<file path="src/rtl/htab_pkg.sv">
// ----------------------------------------------------------------------------
// htab_pkg
// Shared types and codes of the 64-bit key hash table.
// ----------------------------------------------------------------------------
package htab_pkg;

  localparam int DEF_MAX_BUCKETS = 1024;
  // Widest slot index carried between front and back (MAX_BUCKETS <= 65536).
  localparam int IDX_MAXW = 16;
  localparam int CFG_W = 11;

  localparam logic [2:0] CMD_LOOKUP = 3'd0;
  localparam logic [2:0] CMD_INSERT = 3'd1;
  localparam logic [2:0] CMD_ERASE  = 3'd2;
  localparam logic [2:0] CMD_CLEAR  = 3'd3;
  localparam logic [2:0] CMD_NEXT   = 3'd4;

  localparam logic [1:0] ST_DONE     = 2'd0;
  localparam logic [1:0] ST_NOTFOUND = 2'd1;
  localparam logic [1:0] ST_EXISTS   = 2'd2;
  localparam logic [1:0] ST_FULL     = 2'd3;

  localparam logic [1:0] MARK_EMPTY = 2'd0;
  localparam logic [1:0] MARK_DEL   = 2'd1;
  localparam logic [1:0] MARK_LIVE  = 2'd2;

  localparam logic REG_BUCKET_COUNT    = 1'b0;
  localparam logic REG_OCCUPANCY_LIMIT = 1'b1;

  typedef struct packed {
    logic [2:0]         command;
    logic signed [63:0] key;
    logic [10:0]        slot;
  } req_t;

  typedef struct packed {
    logic [1:0]  status;
    logic [9:0]  found_slot;
    logic [10:0] live_count;
  } rsp_t;

  typedef struct packed {
    logic [2:0]          command;
    logic signed [63:0]  key;
    logic [10:0]         slot;
    logic [IDX_MAXW-1:0] home;
    logic [IDX_MAXW-1:0] step;
  } job_t;

  function automatic logic [31:0] hash_key(input logic signed [63:0] k);
    logic [31:0] sra;
    sra = {k[63], k[63:33]};
    return sra ^ k[31:0] ^ {k[20:0], 11'b0};
  endfunction

endpackage

</file>
<file path="src/rtl/htab_queue.sv">
// ----------------------------------------------------------------------------
// htab_queue
// Two-entry queue of classified jobs between front and back.
// ----------------------------------------------------------------------------
module htab_queue (
  input  logic           clk,
  input  logic           rst,
  input  logic           in_valid,
  output logic           in_ready,
  input  htab_pkg::job_t in_job,
  output logic           out_valid,
  input  logic           out_ready,
  output htab_pkg::job_t out_job
);

  htab_pkg::job_t entries [2];
  logic           wptr, rptr;
  logic [1:0]     count;
  logic           push, pop;

  assign in_ready  = (count != 2'd2);
  assign out_valid = (count != 2'd0);
  assign out_job   = entries[rptr];
  assign push      = in_valid && in_ready;
  assign pop       = out_valid && out_ready;

  always_ff @(posedge clk) begin
    if (push) begin
      entries[wptr] <= in_job;
    end
  end

  always_ff @(posedge clk) begin
    if (rst) begin
      wptr  <= 1'b0;
      rptr  <= 1'b0;
      count <= 2'd0;
    end else begin
      if (push) wptr <= ~wptr;
      if (pop)  rptr <= ~rptr;
      case ({push, pop})
        2'b10:   count <= count + 2'd1;
        2'b01:   count <= count - 2'd1;
        default: count <= count;
      endcase
    end
  end

endmodule

</file>
<file path="config.mk">
export PLATFORM = sky130hd
export DESIGN_NAME = htab_queue
export DESIGN_NICKNAME = d
export VERILOG_FILES = /design/src/rtl/htab_pkg.sv /design/src/rtl/htab_queue.sv
export SDC_FILE = /design/constraint.sdc
export NUM_CORES = 1
export LEC_CHECK = 0
export BUFFER_PORTS_ARGS = -buffer_cell sky130_fd_sc_hd__buf_4
export CORE_AREA = 2 2 126 153
export DETAILED_ROUTE_END_ITERATION = 10
export DIE_AREA = 0 0 128 155
export PLACE_DENSITY = 0.69
export SLEW_MARGIN = 0
export SYNTH_ARGS = -nofsm -noshare
export SYNTH_HDL_FRONTEND = slang
export SYNTH_SLANG_ARGS = --single-unit
</file>
<file path="constraint.sdc">
create_clock -name clk -period 7.2 [get_ports clk]
set_clock_uncertainty 0.1 [all_clocks]
set_input_delay 0.72 -clock clk [delete_from_list [all_inputs] [get_ports clk]]
set_output_delay 0.72 -clock clk [all_outputs]
set_load 0.02 [all_outputs]
</file>
==> metrics <==
FFs w/ async S/R, synth=0%; final wirelength=15300 um; Worst Tran Pin Value=~0.86 ns; # IOs=between 200 and 250; Most common cell on crit path=buf_4; net count after synthesis=just under 500; Compound-Gate Fraction of Synth Area=less than 1%; P&R area growth vs syn=32.0%; mux cell area share after synthesis=around 15%; largest net degree at the start of global routing=63; # clock sinks=~230; depth of the most critical reg-to-reg path=4; Filler Cells Inserted=1422; gpl congestion=between 0.7 and 0.8; R2R Setup Slk=~4.5 ns; initial antenna violation count=0; hold buffers post-CTS=0; final-report max-slew violation count=0; setup bufs post-CTS=0; Mapped Cells=366; first-iteration detailed-routing DRC count=250; Die Ht=155 um; Seq/Total Area, Yosys=between 80 and 90%; Antenna Cells=0; CORE AREA=roughly 18000 um2; Worst Path Arrival=around 2.7 ns; Post-Syn Area=around 8000 um2; row count=between 50 and 60; cell taking the most area after synthesis=edfxtp_1; multi-input combinational cell area=1360 um2; Simple-Gate Fraction of Synth Area=less than 1%; post-route ant nets=0; # setup viols final=0; Final period util=between 40% and 50%; Synth Register Bits=roughly 230; main combinational cell family by area after synthesis=multiplexers; critical path's slowest cell=dfxtp_4; clk_lat worst skew=approximately 0.48 ns; Total GRT Usage=around 15%; layout cells sized above 1=about three fifths; Leakage=about 4 nW; Mean Syn Cell Area=approximately 22 um2; Worst path max stage delay=about 0.75 ns; Worst Setup Path Type=reg2out; DP HPWL=10100 um; die width=roughly 130 um; Max Buffers Root-to-Sink=3; top-count cell post-synth=edfxtp_1; total number of vias=between 4000 and 5000; Worst setup SP type=register; CP endpoint kind=primary output; TritonCTS Buffers=22; CTS tree=built; post-cts repair resize count=0; Hold Path Class=in2reg; drt pass-1 iters=4; Hold Path Depth=1; R2R Path Start=count[0]$_SDFFE_PP0P_; P per Cell Area=roughly 370 nW/um2; Bufs and invs on worst path=2; RR Endpoint=entries[0][33]$_DFFE_PP_; grt total ovfl=0; min Tclk post-route=3.51 ns; status=finished, final reports clean; number of buffers added on ports=roughly 230; die footprint=just under 20000 um2; EDFF count, synth=220; Hold Fails Final Rpt=0; DRC=0; Top Family by Delay on Critical Path=buffers and inverters; H-Tree Depth=1; Vias per Instance=slightly below 5; CP cell instances=buf_4 > mux2_2 > buf_4; FF/Latch Area=6710 um2; Max-slew headroom=~43%; Yosys top cell area share=between 80% and 90%; Fmax achieved=roughly 280 MHz; clock-pin slew on the worst setup and hold paths=approximately 0.060 ns; top post-synthesis cells by count=220 x edfxtp_1, 110 x mux2_2, 12 x buf_2; routed len/inst=18.1 um; WHS Endpoint=entries[1][65]$_DFFE_PP_; Fin Setup TNS=0 ns; hold path start=in_job[65]; XOR/XNOR Fraction of Synth Area=0.323%; Critical Path RT=between 6 and 7 ns; unrepaired setup endpoints after global routing=no; Max FO, Critical Path=62; Starting Density=around 44%; total power=just under 4 mW; top post-synthesis cells by area=edfxtp_1 81%, mux2_2 15%, dfxtp_1 1.2%; fin nets=between 700 and 800; max_cap viols=0; count of different cell masters after synthesis=19; clock root buffer master=clkbuf_16; most common flop cell mapped by yosys=edfxtp_1; vias in the first global route=roughly 4500; worst vdd ir=a little over 200 uV; first-pass GRT wire length=23100 um; post-synthesis adder-cell area fraction=less than 1%; Ys Warns=0
## cells by family (layout without fill, tap and decap cells)
| family | Yosys count | count (layout) |
|---|---|---|
| compound gates | 5 | 5 |
| xor+xnor | 3 | 3 |
| fa+ha+maj | 1 | 1 |
| buf+inv | 13 | 268 |
| flops | 225 | 225 |
| mux | 110 | 110 |
| simple gates | 9 | 9 |
## metal layers
metal  share of wire [%]  vias to the layer above  global-route usage [%]
li1                    -                     1926                       -
met5                   0                        -                       0
met2                  54                      150                    27.2
met4                0.88                        0                    3.19
met3                 7.9                       15                    4.47
met1                  37                     2070                    17.1
## worst reg2reg max path, delay by kind of cell (launching register included)
family | cells | cell delay (ns)
simple gates | 2 | 0.42
flops | 1 | 0.41
buf+inv | 2 | 1.29
## worst max path at each step
stage,start,to,slack [ns],depth (start not counted)
after floorplan,count[0]$_SDFFE_PP0P_,entries[1][0]$_DFFE_PP_,3.29,2
after global placement,register,out_job[97],4.19,3
after detailed placement,register,out_job[94],4.15,3
after CTS,register,out_job[94],3.65,3
after global routing,register,out_job[97],3.53,3
final,register,out_job[97],3.69,3
## final cells by class
class,count,share of cell area [%]
clock buffers,31,5.65
clock inverters,8,0.408
inverters,1,0.0583
multi-input cells,128,12.7
flip-flops and latches,225,62.6
well taps,228,2.66
repair buffers,228,16.0
## power breakdown
group,internal [mW],total (mW),leakage (nW),switching [mW]
logic,0.554,1.19,1.55,0.632
registers,1.66,1.74,2.10,0.0810
clock network,0.587,1.03,0.314,0.440
## stage by stage
step | cells | utilization (%) | cell area [um2] | hold WS, ns | setup slack, ns
floorplan | 366 | - | 8130 | 0.374 | 3.29
global placement | 810 | 54.6 | 10100 | 0.391 | 4.19
detailed placement | 810 | 54.6 | 10100 | 0.412 | 4.15
CTS | 849 | 58.2 | 10700 | 0.294 | 3.65
global route | 849 | 58.2 | 10700 | 0.285 | 3.53
finish | 849 | 58.2 | 10700 | 0.318 | 3.69
## registers in the layout, indices dropped and copies added (netlist names), named ones only
name     cells
count        2
wptr         1
rptr         1
entries    220
## cells in the final DEF (no fill, tap or decap), types with 2 or more instances in the layout
cell	instances
dfxtp_1	4
buf_4	228
xnor2_1	2
clkinvlp_4	2
clkbuf_16	23
edfxtp_1	220
clkbuf_1	8
a21oi_1	2
clkinv_2	5
nor2_1	3
mux2_2	110
(Power assumes the default switching activity.)
