**src/rtl/htab_pkg.sv**
```systemverilog
// ----------------------------------------------------------------------------
// htab_pkg
// Shared types and codes of the 64-bit key hash table.
// ----------------------------------------------------------------------------
package htab_pkg;

  localparam int DEF_MAX_BUCKETS = 1024;
  // Widest slot index carried between front and back (MAX_BUCKETS <= 65536).
  localparam int IDX_MAXW = 16;
  localparam int CFG_W = 11;

  localparam logic [2:0] CMD_LOOKUP = 3'd0;
  localparam logic [2:0] CMD_INSERT = 3'd1;
  localparam logic [2:0] CMD_ERASE  = 3'd2;
  localparam logic [2:0] CMD_CLEAR  = 3'd3;
  localparam logic [2:0] CMD_NEXT   = 3'd4;

  localparam logic [1:0] ST_DONE     = 2'd0;
  localparam logic [1:0] ST_NOTFOUND = 2'd1;
  localparam logic [1:0] ST_EXISTS   = 2'd2;
  localparam logic [1:0] ST_FULL     = 2'd3;

  localparam logic [1:0] MARK_EMPTY = 2'd0;
  localparam logic [1:0] MARK_DEL   = 2'd1;
  localparam logic [1:0] MARK_LIVE  = 2'd2;

  localparam logic REG_BUCKET_COUNT    = 1'b0;
  localparam logic REG_OCCUPANCY_LIMIT = 1'b1;

  typedef struct packed {
    logic [2:0]         command;
    logic signed [63:0] key;
    logic [10:0]        slot;
  } req_t;

  typedef struct packed {
    logic [1:0]  status;
    logic [9:0]  found_slot;
    logic [10:0] live_count;
  } rsp_t;

  typedef struct packed {
    logic [2:0]          command;
    logic signed [63:0]  key;
    logic [10:0]         slot;
    logic [IDX_MAXW-1:0] home;
    logic [IDX_MAXW-1:0] step;
  } job_t;

  function automatic logic [31:0] hash_key(input logic signed [63:0] k);
    logic [31:0] sra;
    sra = {k[63], k[63:33]};
    return sra ^ k[31:0] ^ {k[20:0], 11'b0};
  endfunction

endpackage

```
**src/rtl/htab_front.sv**
```systemverilog
// ----------------------------------------------------------------------------
// htab_front
// Accepts requests, hashes keys and, for lookup and insert, derives home slot and probe step.
// ----------------------------------------------------------------------------
module htab_front #(
  parameter int MAX_BUCKETS = htab_pkg::DEF_MAX_BUCKETS
) (
  input  logic                 clk,
  input  logic                 rst,
  input  logic                 hold,
  input  logic [$clog2(MAX_BUCKETS+1)-1:0] nb,
  input  logic                 req_valid,
  output logic                 req_ready,
  input  htab_pkg::req_t       req,
  output logic                 job_valid,
  input  logic                 job_ready,
  output htab_pkg::job_t       job
);

  localparam int NBW = $clog2(MAX_BUCKETS + 1);

  typedef enum logic [1:0] {F_IDLE, F_DIV, F_LOAD, F_PUSH} fstate_t;

  fstate_t        state;
  htab_pkg::job_t ent;
  logic [31:0]    h;
  logic [NBW-1:0] r1, r2;
  logic [4:0]     cnt;
  logic [NBW:0]   s1, s2;
  logic [NBW-1:0] d2;

  assign d2 = nb - NBW'(1);
  assign s1 = {r1, h[31]};
  assign s2 = {r2, h[31]};

  assign req_ready = (state == F_IDLE) && !hold;
  assign job_valid = (state == F_PUSH);
  assign job       = ent;

  always_ff @(posedge clk) begin
    if (rst) begin
      state <= F_IDLE;
    end else begin
      case (state)
        F_IDLE: begin
          if (req_valid && req_ready) begin
            ent.command <= req.command;
            ent.key     <= req.key;
            ent.slot    <= req.slot;
            ent.home    <= '0;
            ent.step    <= '0;
            h           <= htab_pkg::hash_key(req.key);
            r1          <= '0;
            r2          <= '0;
            cnt         <= '0;
            if (req.command == htab_pkg::CMD_LOOKUP ||
                req.command == htab_pkg::CMD_INSERT) begin
              state <= F_DIV;
            end else begin
              state <= F_PUSH;
            end
          end
        end
        F_DIV: begin
          // one remainder bit per cycle for both divisors
          r1  <= (s1 >= {1'b0, nb}) ? NBW'(s1 - {1'b0, nb}) : NBW'(s1);
          r2  <= (s2 >= {1'b0, d2}) ? NBW'(s2 - {1'b0, d2}) : NBW'(s2);
          h   <= {h[30:0], 1'b0};
          cnt <= cnt + 5'd1;
          if (cnt == 5'd31) begin
            state <= F_LOAD;
          end
        end
        F_LOAD: begin
          // remainders are final; form home slot and probe step
          ent.home <= htab_pkg::IDX_MAXW'(r1);
          ent.step <= htab_pkg::IDX_MAXW'(r2) + htab_pkg::IDX_MAXW'(1);
          state    <= F_PUSH;
        end
        F_PUSH: begin
          if (job_ready) begin
            state <= F_IDLE;
          end
        end
        default: state <= F_IDLE;
      endcase
    end
  end

endmodule

```
**config.mk**
```make
export PLATFORM = sky130hd
export DESIGN_NAME = htab_front
export DESIGN_NICKNAME = d
export VERILOG_FILES = /design/src/rtl/htab_pkg.sv /design/src/rtl/htab_front.sv
export SDC_FILE = /design/constraint.sdc
export NUM_CORES = 1
export LEC_CHECK = 0
export CAP_MARGIN = 25
export CORE_MARGIN = 2
export CORE_UTILIZATION = 50
export CTS_BUF_LIST = sky130_fd_sc_hd__clkbuf_4 sky130_fd_sc_hd__clkbuf_8
export DETAILED_ROUTE_END_ITERATION = 7
export DONT_BUFFER_PORTS = 1
export HOLD_SLACK_MARGIN = 0.06
export PLACE_DENSITY = 0.69
export SLEW_MARGIN = 10
export SYNTH_ARGS = -nofsm -noshare
export SYNTH_HDL_FRONTEND = slang
export SYNTH_SLANG_ARGS = --single-unit
export TNS_END_PERCENT = 5
```
**constraint.sdc**
```tcl
create_clock -name clk -period 6.7 [get_ports clk]
set_input_delay 1.34 -clock clk [delete_from_list [all_inputs] [get_ports clk]]
set_output_delay 1.34 -clock clk [all_outputs]
set_load 0.01 [all_outputs]
```
==> out/qor.yml, run 1 <==
firstDrtPassIters: 4
gp_congestion: 0.848
final-max-slew-violation-count: 0
cp-end-kind: "register"
port_buffers: 0
ys.flop_type: "edfxtp_1"
leakagePower_nw: 2.90
setup_tns_ps: 0
htree_num_levels: 4
path_delay_family: "simple AND/OR/NAND/NOR gates"
via_count: 4789
dp_hpwl_um: 11300
skew_ps: 8.74
post-place-cells: 828
n_fill_cell: 1313
die_w_um: 130
required_ps: 6910
crit_fanout: 19
maxClockFrequency_ghz: 0.244
wire_per_inst_um: 18.3
grt_overflow_total: 0
die_h_um: 130
dieArea_um2: 16900
groute.layer.met3.usage_pct: 7.46
synth_area_um2: 7940
cts-buffers-inserted: 17
cts-root-buf: "clkbuf_8"
yosysWarnings: 0
numClockSinks: 162
ys_seq_area_share_pct: 61.1
rsz0062_at_grt: "false"
min_period_over_period_pct: 61.2
use_met1_pct: 23.2
startpoint_type: "input pin"
synthArstFlopShare_pct: 0
grt_pass1_wl_um: 24800
grt_max_degree: 79
drive_gt1_share_pct: 7.76
synth_edf_count: 160
fin_crit_ps: 4100
nNetsFinal: 757
core_um2: 15700
critical_path_class: "input pin to register"
setup_viol: 0
clk_pin_slew_ps: 90
syn_avg_cell_area_um2: 12.7
drc: 0
fin_total_pwr_w: 0.00309
cp_slowest_cell: "o31ai_4"
vias_per_cell: 5.57
min_path_type: "register to register"
post_cts_buffers: 0
ant_nets: 0
status: "complete, no violations"
path_buf_inv: 0
cts_hold_buf: 0
cts-resized-gates: 0
drt_iter0_drc: 361
clkLatencyLatePin_ps: 460
arrival_ps: 4310
grt_pass1_vias: 4891
grt_usage_pct: 19.3
drt-total-wl_um: 15800
worstMarginPinSlew_ps: 954
synth.distinct_cells: 57
grt_antenna_before_repair: 0
crit_chain: "or3_1, nand2b_1, nor3_1, and4_1, xnor2_1, ha_1, a21oi_1, nand2_1, o31ai_4, mux2i_1, nor2_1"
ios: 206
final_cells: 860
worst_path_largest_cell_delay_ps: 690
row_count: 46
tritoncts: "yes"
cap_violations: 0
initial_utilization_pct: 50.5
cts_buffer_depth: 2
met2_usage_pct: 32.1
hold_viol_final: 0
syn_inst: 623
max-vdd-ir-drop_uv: 194
busiest_layer: "met2"
syn2layout_area_growth_pct: 7.46
slew_headroom_pct: 36.4
ys_ff_latch: 162
power_density_nw_per_um2: 362
diodes: 0
[flip-flops by register name, indices dropped and copies added (netlist names)]
register and flops:
r1 11, job 101, state 2, h 32, r2 11, cnt 5
[power breakdown]
part	internal [W]	switching, W
Sequential	0.00138	0.000123
Clock	0.000276	0.000411
Combinational	0.000338	0.000557
[kinds of logic (layout without fill, tap and decap cells)]
group,count (synthesis),in the layout,share of synthesized area (%)
fa+ha+maj,32,32,5.23
simple gates,190,190,12.4
other cells,1,9,0.0473
mux,9,9,1.14
compound gates,104,104,8.64
xor+xnor,78,78,8.61
buf+inv,47,60,2.89
flops,162,162,61.1
[metal layers]
metal	vias up	wire (um)
met2	202	7910
met5	-	0
met1	2302	6450
met4	0	140
li1	2274	-
met3	11	1290
[synth_stat cells (all sizes together), types with 5 or more instances]
| library cell | n | area (um^2) |
|---|---|---|
| edfxtp | 160 | 4800 |
| xnor2 | 54 | 473 |
| nand2 | 50 | 188 |
| o21ai | 44 | 220 |
| nor2 | 37 | 139 |
| ha | 30 | 375 |
| xor2 | 24 | 210 |
| and2 | 22 | 138 |
| inv | 22 | 82.6 |
| a21oi | 19 | 118 |
| nor3 | 17 | 85.1 |
| buf | 12 | 97.6 |
| clkbuf | 12 | 45.0 |
| nand3 | 10 | 55.1 |
| nor2b | 10 | 62.6 |
| mux2i | 9 | 90.1 |
| o21a | 8 | 60.1 |
| or3 | 7 | 43.8 |
| a31oi | 6 | 43.8 |
| a211oi | 5 | 37.5 |
| nand2b | 5 | 31.3 |
| nor4 | 5 | 31.3 |
[worst paths after layout]
path / startpoint / endpoint / slack [ps] / cells past startpoint
max: nb[2] / r2[8]$_SDFFCE_PN0P_ / 2600 / 11
min: h[30]$_DFFE_PP_ / h[31]$_DFFE_PP_ / 540 / 2
max reg2reg: h[31]$_DFFE_PP_ / r2[8]$_SDFFCE_PN0P_ / 3890 / 9
min reg2reg: h[30]$_DFFE_PP_ / h[31]$_DFFE_PP_ / 540 / 2
[worst register-to-register path, stage by stage, from the launching register on]
cell and delay [ps]:
edfxtp_1 460, inv_1 110, ha_1 180, inv_1 60
fa_1 410, nand3_2 150, a31oi_2 130, o31ai_4 750
mux2i_1 270, nor2_1 60
[cell usage in the layout (no fill, tap or decap), types with 4 or more instances in the layout]
cell,n
o21ai_0,41
conb_1,9
edfxtp_1,160
and2_1,22
inv_8,5
buf_4,5
nand4b_1,4
o21a_1,8
nand2b_1,5
clkbuf_8,17
nor2_1,37
xor2_1,24
nand3_1,9
a211oi_1,5
mux2i_1,9
ha_1,29
nand4_1,4
a21oi_1,17
nor3_1,15
nor4_1,5
and3_1,4
nor2b_1,10
nand2_1,50
inv_1,22
a31oi_1,5
or3_1,7
xnor2_1,54
[metrics by stage]
step	worst slack [ps]	util [%]	hold WS, ps	instance area [um^2]
finish	2600	54.3	543	8530
global route	2380	54.3	565	8530
CTS	2630	54.3	542	8530
detailed placement	2140	51.8	521	8150
global placement	2210	51.8	506	8150
floorplan	575	-	500	7970
[area by class of cell]
class | count | area (um^2) | share of cell area, %
repair buffers | 5 | 37.5 | 0.440
well taps | 216 | 270 | 3.17
clock inverters | 15 | 146 | 1.72
multi-input cells | 422 | 2910 | 34.1
inverters | 23 | 86.3 | 1.01
clock buffers | 17 | 234 | 2.74
flip-flops and latches | 162 | 4840 | 56.8
Note: power is estimated with default switching activity, not from simulation.
==> run 2, diff against run 1 <==
Clock period 6.7 ns to 3.9 ns, I/O delays scaled along.
==> out/qor.yml, run 2 (synthesis results as in run 1) <==
dp_hpwl_um: 11500  # +1.3%
via_count: 4680  # -2.3%
port_buffers: 0  # unchanged
min_period_over_period_pct: 83.0
post_cts_buffers: 0  # unchanged
maxClockFrequency_ghz: 0.309
final_cells: 861  # +0.12%
r2r-end: "r1[4]$_SDFFCE_PN0P_"
crit_cells: 12  # +1
htree_num_levels: 4  # unchanged
clk_pin_slew_ps: 100  # about the same
diodes: 0  # unchanged
fin_crit_ps: 3240
grt_overflow_total: 0  # unchanged
grt_antenna_before_repair: 0  # unchanged
regToRegSetupSlack_ps: 1240  # -2650 ps
drive_gt1_share_pct: 8.06  # +0.30 points
cts-buffers-inserted: 17  # unchanged
crit-reg2reg-launch: "h[31]$_DFFE_PP_"
setup_tns_ps: 0  # unchanged
path_buf_inv: 1  # +1
die_w_um: 130  # unchanged
min_path_type: "input pin to register"
cap_violations: 0  # unchanged
worstSetupStartpoint: "nb[2]"
fin_total_pwr_w: 0.00540  # +75%
startpoint_type: "input pin"
largest_reg_flops: 101  # unchanged
dpl_cell_area_um2: 8170  # +0.32%
finalInstanceArea_um2: 8590  # +0.70%
whs_ps: 383  # -161 ps
n_fill_cell: 1331  # +1.4%
drc: 0  # unchanged
grt_usage_pct: 19.0  # -0.29 points
initial_utilization_pct: 50.5  # unchanged
cp-end-kind: "register"
setup_viol: 0  # unchanged
layout_common_cells: "160 x edfxtp_1, 54 x xnor2_1, 50 x nand2_1, 41 x o21ai_0, 37 x nor2_1"
gp_congestion: 0.863  # +1.8%
crit_fanout: 19  # unchanged
critical_path_class: "input pin to register"
max-vdd-ir-drop_uv: 303  # +56%
r2r_cells: 9  # unchanged
firstDrtPassIters: 4  # unchanged
die_h_um: 130  # unchanged
skew_ps: 16.2  # +7.43 ps
nNetsFinal: 758  # +0.13%
critPathCapture: "r2[6]$_SDFFCE_PN0P_"
final_common_cell: "edfxtp_1"
cts-root-buf: "clkbuf_8"
grt_pass1_wl_um: 24400  # -1.8%
status: "complete, no violations"
cts_buffer_depth: 2  # unchanged
cts-resized-gates: 0  # unchanged
ios: 206  # unchanged
syn2layout_area_growth_pct: 8.22
tritoncts: "yes"
post-place-cells: 829  # +0.12%
ant_nets: 0  # unchanged
hold_viol_final: 0  # unchanged
drt_iter0_drc: 221  # -39%
vias_per_cell: 5.44  # -2.4%
final-max-slew-violation-count: 0  # unchanged
grt_pass1_vias: 4843  # -0.98%
row_count: 46  # unchanged
power_density_nw_per_um2: 629  # +74%
arrival_ps: 3510  # -800 ps
crit_chain: "or3_1, nand2b_1, nor3_1, and4_1, xnor2_1, ha_1, a21oi_1, a31oi_1, o31ai_4, buf_12, or3b_1, a21oi_1"
required_ps: 4170  # -2740 ps
worst_path_largest_cell_delay_ps: 390  # -300 ps
wire_per_inst_um: 18.3  # -0.38%
leakagePower_nw: 2.94  # +1.3%
cp_slowest_cell: "or3_1"
hold_start: "rst"
slew_headroom_pct: 43.7  # +7.3 points
drt-total-wl_um: 15700  # -0.27%
clkLatencyLatePin_ps: 450  # about the same
grt_max_degree: 69  # -13%
path_delay_family: "simple AND/OR/NAND/NOR gates"
worstMarginPinSlew_ps: 840  # -114 ps
rsz0062_at_grt: "false"
numClockSinks: 162  # unchanged
cts_hold_buf: 0  # unchanged
dieArea_um2: 16900  # unchanged
core_um2: 15700  # unchanged
cp_common_cell: "a21oi_1"
[run 2: changes by cell type in the layout (fill, tap and decap cells not counted)]
cell and change:
inv_8 +1, inv_12 +1, clkinvlp_4 -3, buf_12 +1, clkinv_1 -1, clkinv_8 +2, nor3_2 -1, nor3_4 +1
[run 2: worst min path at each step]
| stage | end | slack (ps) | depth (start not counted) |
|---|---|---|---|
| after global routing | state[1]$_SDFFE_PP0P_ | 360 | 1 |
| after detailed placement | h[23]$_DFFE_PP_ | 520 | 2 |
| after floorplan | h[10]$_DFFE_PP_ | 500 | 2 |
| final | state[1]$_SDFFE_PP0P_ | 380 | 1 |
| after CTS | state[1]$_SDFFE_PP0P_ | 360 | 1 |
| after global placement | h[29]$_DFFE_PP_ | 510 | 2 |
[run 2: final cells by class]
class,count,area [um^2],area share (%)
Sequential cell,162,4840,56.4
Timing Repair Buffer,6,57.6,0.670
Multi-Input combinational cell,422,2910,33.9
Inverter,23,86.3,1.01
Clock inverter,15,180,2.10
Tap cell,216,270,3.15
Clock buffer,17,234,2.72
[run 2: metal layers]
layer / vias to the layer above / share of wire (%) / global-route usage [%]
met1: 2217 / 41 / 22.6
met4: 0 / 2.0 / 7.59
met5: - / 0 / 0
met3: 21 / 8.1 / 7.09
met2: 170 / 48 / 31.5
li1: 2272 / - / -
[run 2: per-stage QoR]
step / utilization, % / setup WS (ps)
after floorplan: - / 164
after global placement: 52.0 / 283
after detailed placement: 52.0 / 222
after CTS: 54.7 / 691
after global routing: 54.7 / 541
final: 54.7 / 664
[run 2: where the power goes]
part	internal (W)	switching, W	total, W
Combinational	0.000602	0.000976	0.00158
Sequential	0.00238	0.000211	0.00259
Clock	0.000499	0.000742	0.00124
==> run 3, diff against run 2 <==
Settings changed: PLACE_DENSITY 0.69 to 0.72.
Clock period 3.9 ns to 2.9 ns, I/O delays scaled along.
==> out/qor.yml, run 3 (synthesis results as in run 1) <==
status: "complete, no violations"
n_fill_cell: 1291  # -3.0%
dp_hpwl_um: 11900  # +3.4%
cap_violations: 0  # unchanged
layout_common_cells: "160 x edfxtp_1, 54 x xnor2_1, 50 x nand2_1, 41 x o21ai_0, 37 x nor2_1"
diodes: 0  # unchanged
gp_congestion: 0.889  # +3.1%
grt_antenna_before_repair: 0  # unchanged
worstMarginPinSlew_ps: 796  # -43.8 ps
seqCellArea_um2: 4840  # unchanged
nNetsFinal: 783  # +3.3%
cts-buffers-inserted: 17  # unchanged
critical_path_class: "input pin to register"
grt_max_degree: 79  # +14%
syn2layout_area_growth_pct: 11.1
clkLatencyLatePin_ps: 470  # +20 ps
vias_per_cell: 5.50  # +1.2%
final-max-slew-violation-count: 0  # unchanged
setup_viol: 0  # unchanged
multi_input_area_um2: 2950  # +1.3%
max-vdd-ir-drop_uv: 362  # +19%
clk_pin_slew_ps: 100  # about the same
numClockSinks: 162  # unchanged
power_density_nw_per_um2: 839  # +33%
final_cells: 886  # +2.9%
maxClockFrequency_ghz: 0.365
finalInstanceArea_um2: 8810  # +2.6%
initial_utilization_pct: 50.5  # unchanged
cts_buffer_depth: 2  # unchanged
cts-root-buf: "clkbuf_8"
firstDrtPassIters: 6  # +2
cp-end-kind: "register"
dieArea_um2: 16900  # unchanged
min_path_type: "input pin to register"
dpl_cell_area_um2: 8370  # +2.4%
htree_num_levels: 4  # unchanged
row_count: 46  # unchanged
drc: 0  # unchanged
wire_per_inst_um: 18.3  # +0.13%
skew_ps: 18.3  # +2.14 ps
grt_overflow_total: 0  # unchanged
fin_crit_ps: 2740
required_ps: 3220  # -950 ps
drive_gt1_share_pct: 12.5  # +4.5 points
hold_viol_final: 0  # unchanged
min_period_over_period_pct: 94.4
grt_pass1_wl_um: 25000  # +2.5%
post-route-util_pct: 56.1  # +1.4 points
leakagePower_nw: 3.07  # +4.2%
drt-total-wl_um: 16200  # +3.0%
largest_reg_flops: 101  # unchanged
arrival_ps: 3060  # -450 ps
post_cts_buffers: 0  # unchanged
die_h_um: 130  # unchanged
ant_nets: 0  # unchanged
startpoint_type: "input pin"
port_buffers: 0  # unchanged
final_common_cell: "edfxtp_1"
via_count: 4875  # +4.2%
drt_iter0_drc: 283  # +28%
slew_headroom_pct: 46.9  # +3.3 points
core_um2: 15700  # unchanged
ios: 206  # unchanged
grt_usage_pct: 19.6  # +0.56 points
crit_fanout: 7  # -12
die_w_um: 130  # unchanged
grt_pass1_vias: 4982  # +2.9%
post-place-cells: 854  # +3.0%
tritoncts: "yes"
fin_total_pwr_w: 0.00739  # +37%
run 3: cell count changes in the layout (fill, tap and decap cells not counted), moves of 2 or more:
cell,delta
nor4_2,+2
nor4_1,-2
clkinv_4,+2
buf_4,+24
run 3: per-layer routing:
metal  GRT usage [%]  wire length [um]  vias to the layer above
li1                -                 -                     2317
met1            23.0              6650                     2349
met2            33.0              8070                      184
met3            6.68              1170                       25
met4            8.16               327                        0
met5               0                 0                        -
run 3: where the power goes:
group | switching [W] | total (W) | internal (W)
Sequential | 0.000275 | 0.00346 | 0.00319
Clock | 0.000987 | 0.00165 | 0.000664
Combinational | 0.00136 | 0.00228 | 0.000923
run 3: cell type report:
cell class,count,area share [%]
Sequential cell,162,55.0
Multi-Input combinational cell,422,33.5
Tap cell,216,3.07
Timing Repair Buffer,31,2.92
Clock buffer,18,2.74
Clock inverter,14,1.80
Inverter,23,0.980
run 3: final timing paths:
check	start	to	cells past startpoint	slack, ps
worst max-delay path	nb[2]	r2[6]$_SDFFCE_PN0P_	13	160
worst min-delay path	rst	state[1]$_SDFFE_PP0P_	1	170
worst max register to register	h[31]$_DFFE_PP_	r1[4]$_SDFFCE_PN0P_	9	220
worst min register to register	h[28]$_DFFE_PP_	h[29]$_DFFE_PP_	2	540
run 3: timing repair:
action	CTS	global route
hold buffers	0	0
endpoints found under the setup margin	0	12
resized for setup	0	7
run 3: worst max-delay path, cell delays in order:
cell and delay [ps]:
or3_1 390, nand2b_4 170, nor3_2 130, nand2_1 90
buf_4 140, xnor2_1 120, ha_1 310, nand2_1 90
a31oi_2 230, o31ai_4 120, buf_4 170, or3b_1 370
a21oi_1 140
run 3: through the flow:
stage	setup slack [ps]	hold slack, ps	setup TNS, ps
6_report	162	168	0
5_1_grt	-0.730	149	-0.730
4_1_cts	55.3	147	0
3_5_place_dp	-413	513	-4100
3_3_place_gp	-400	510	-3870
2_1_floorplan	-414	500	-30850
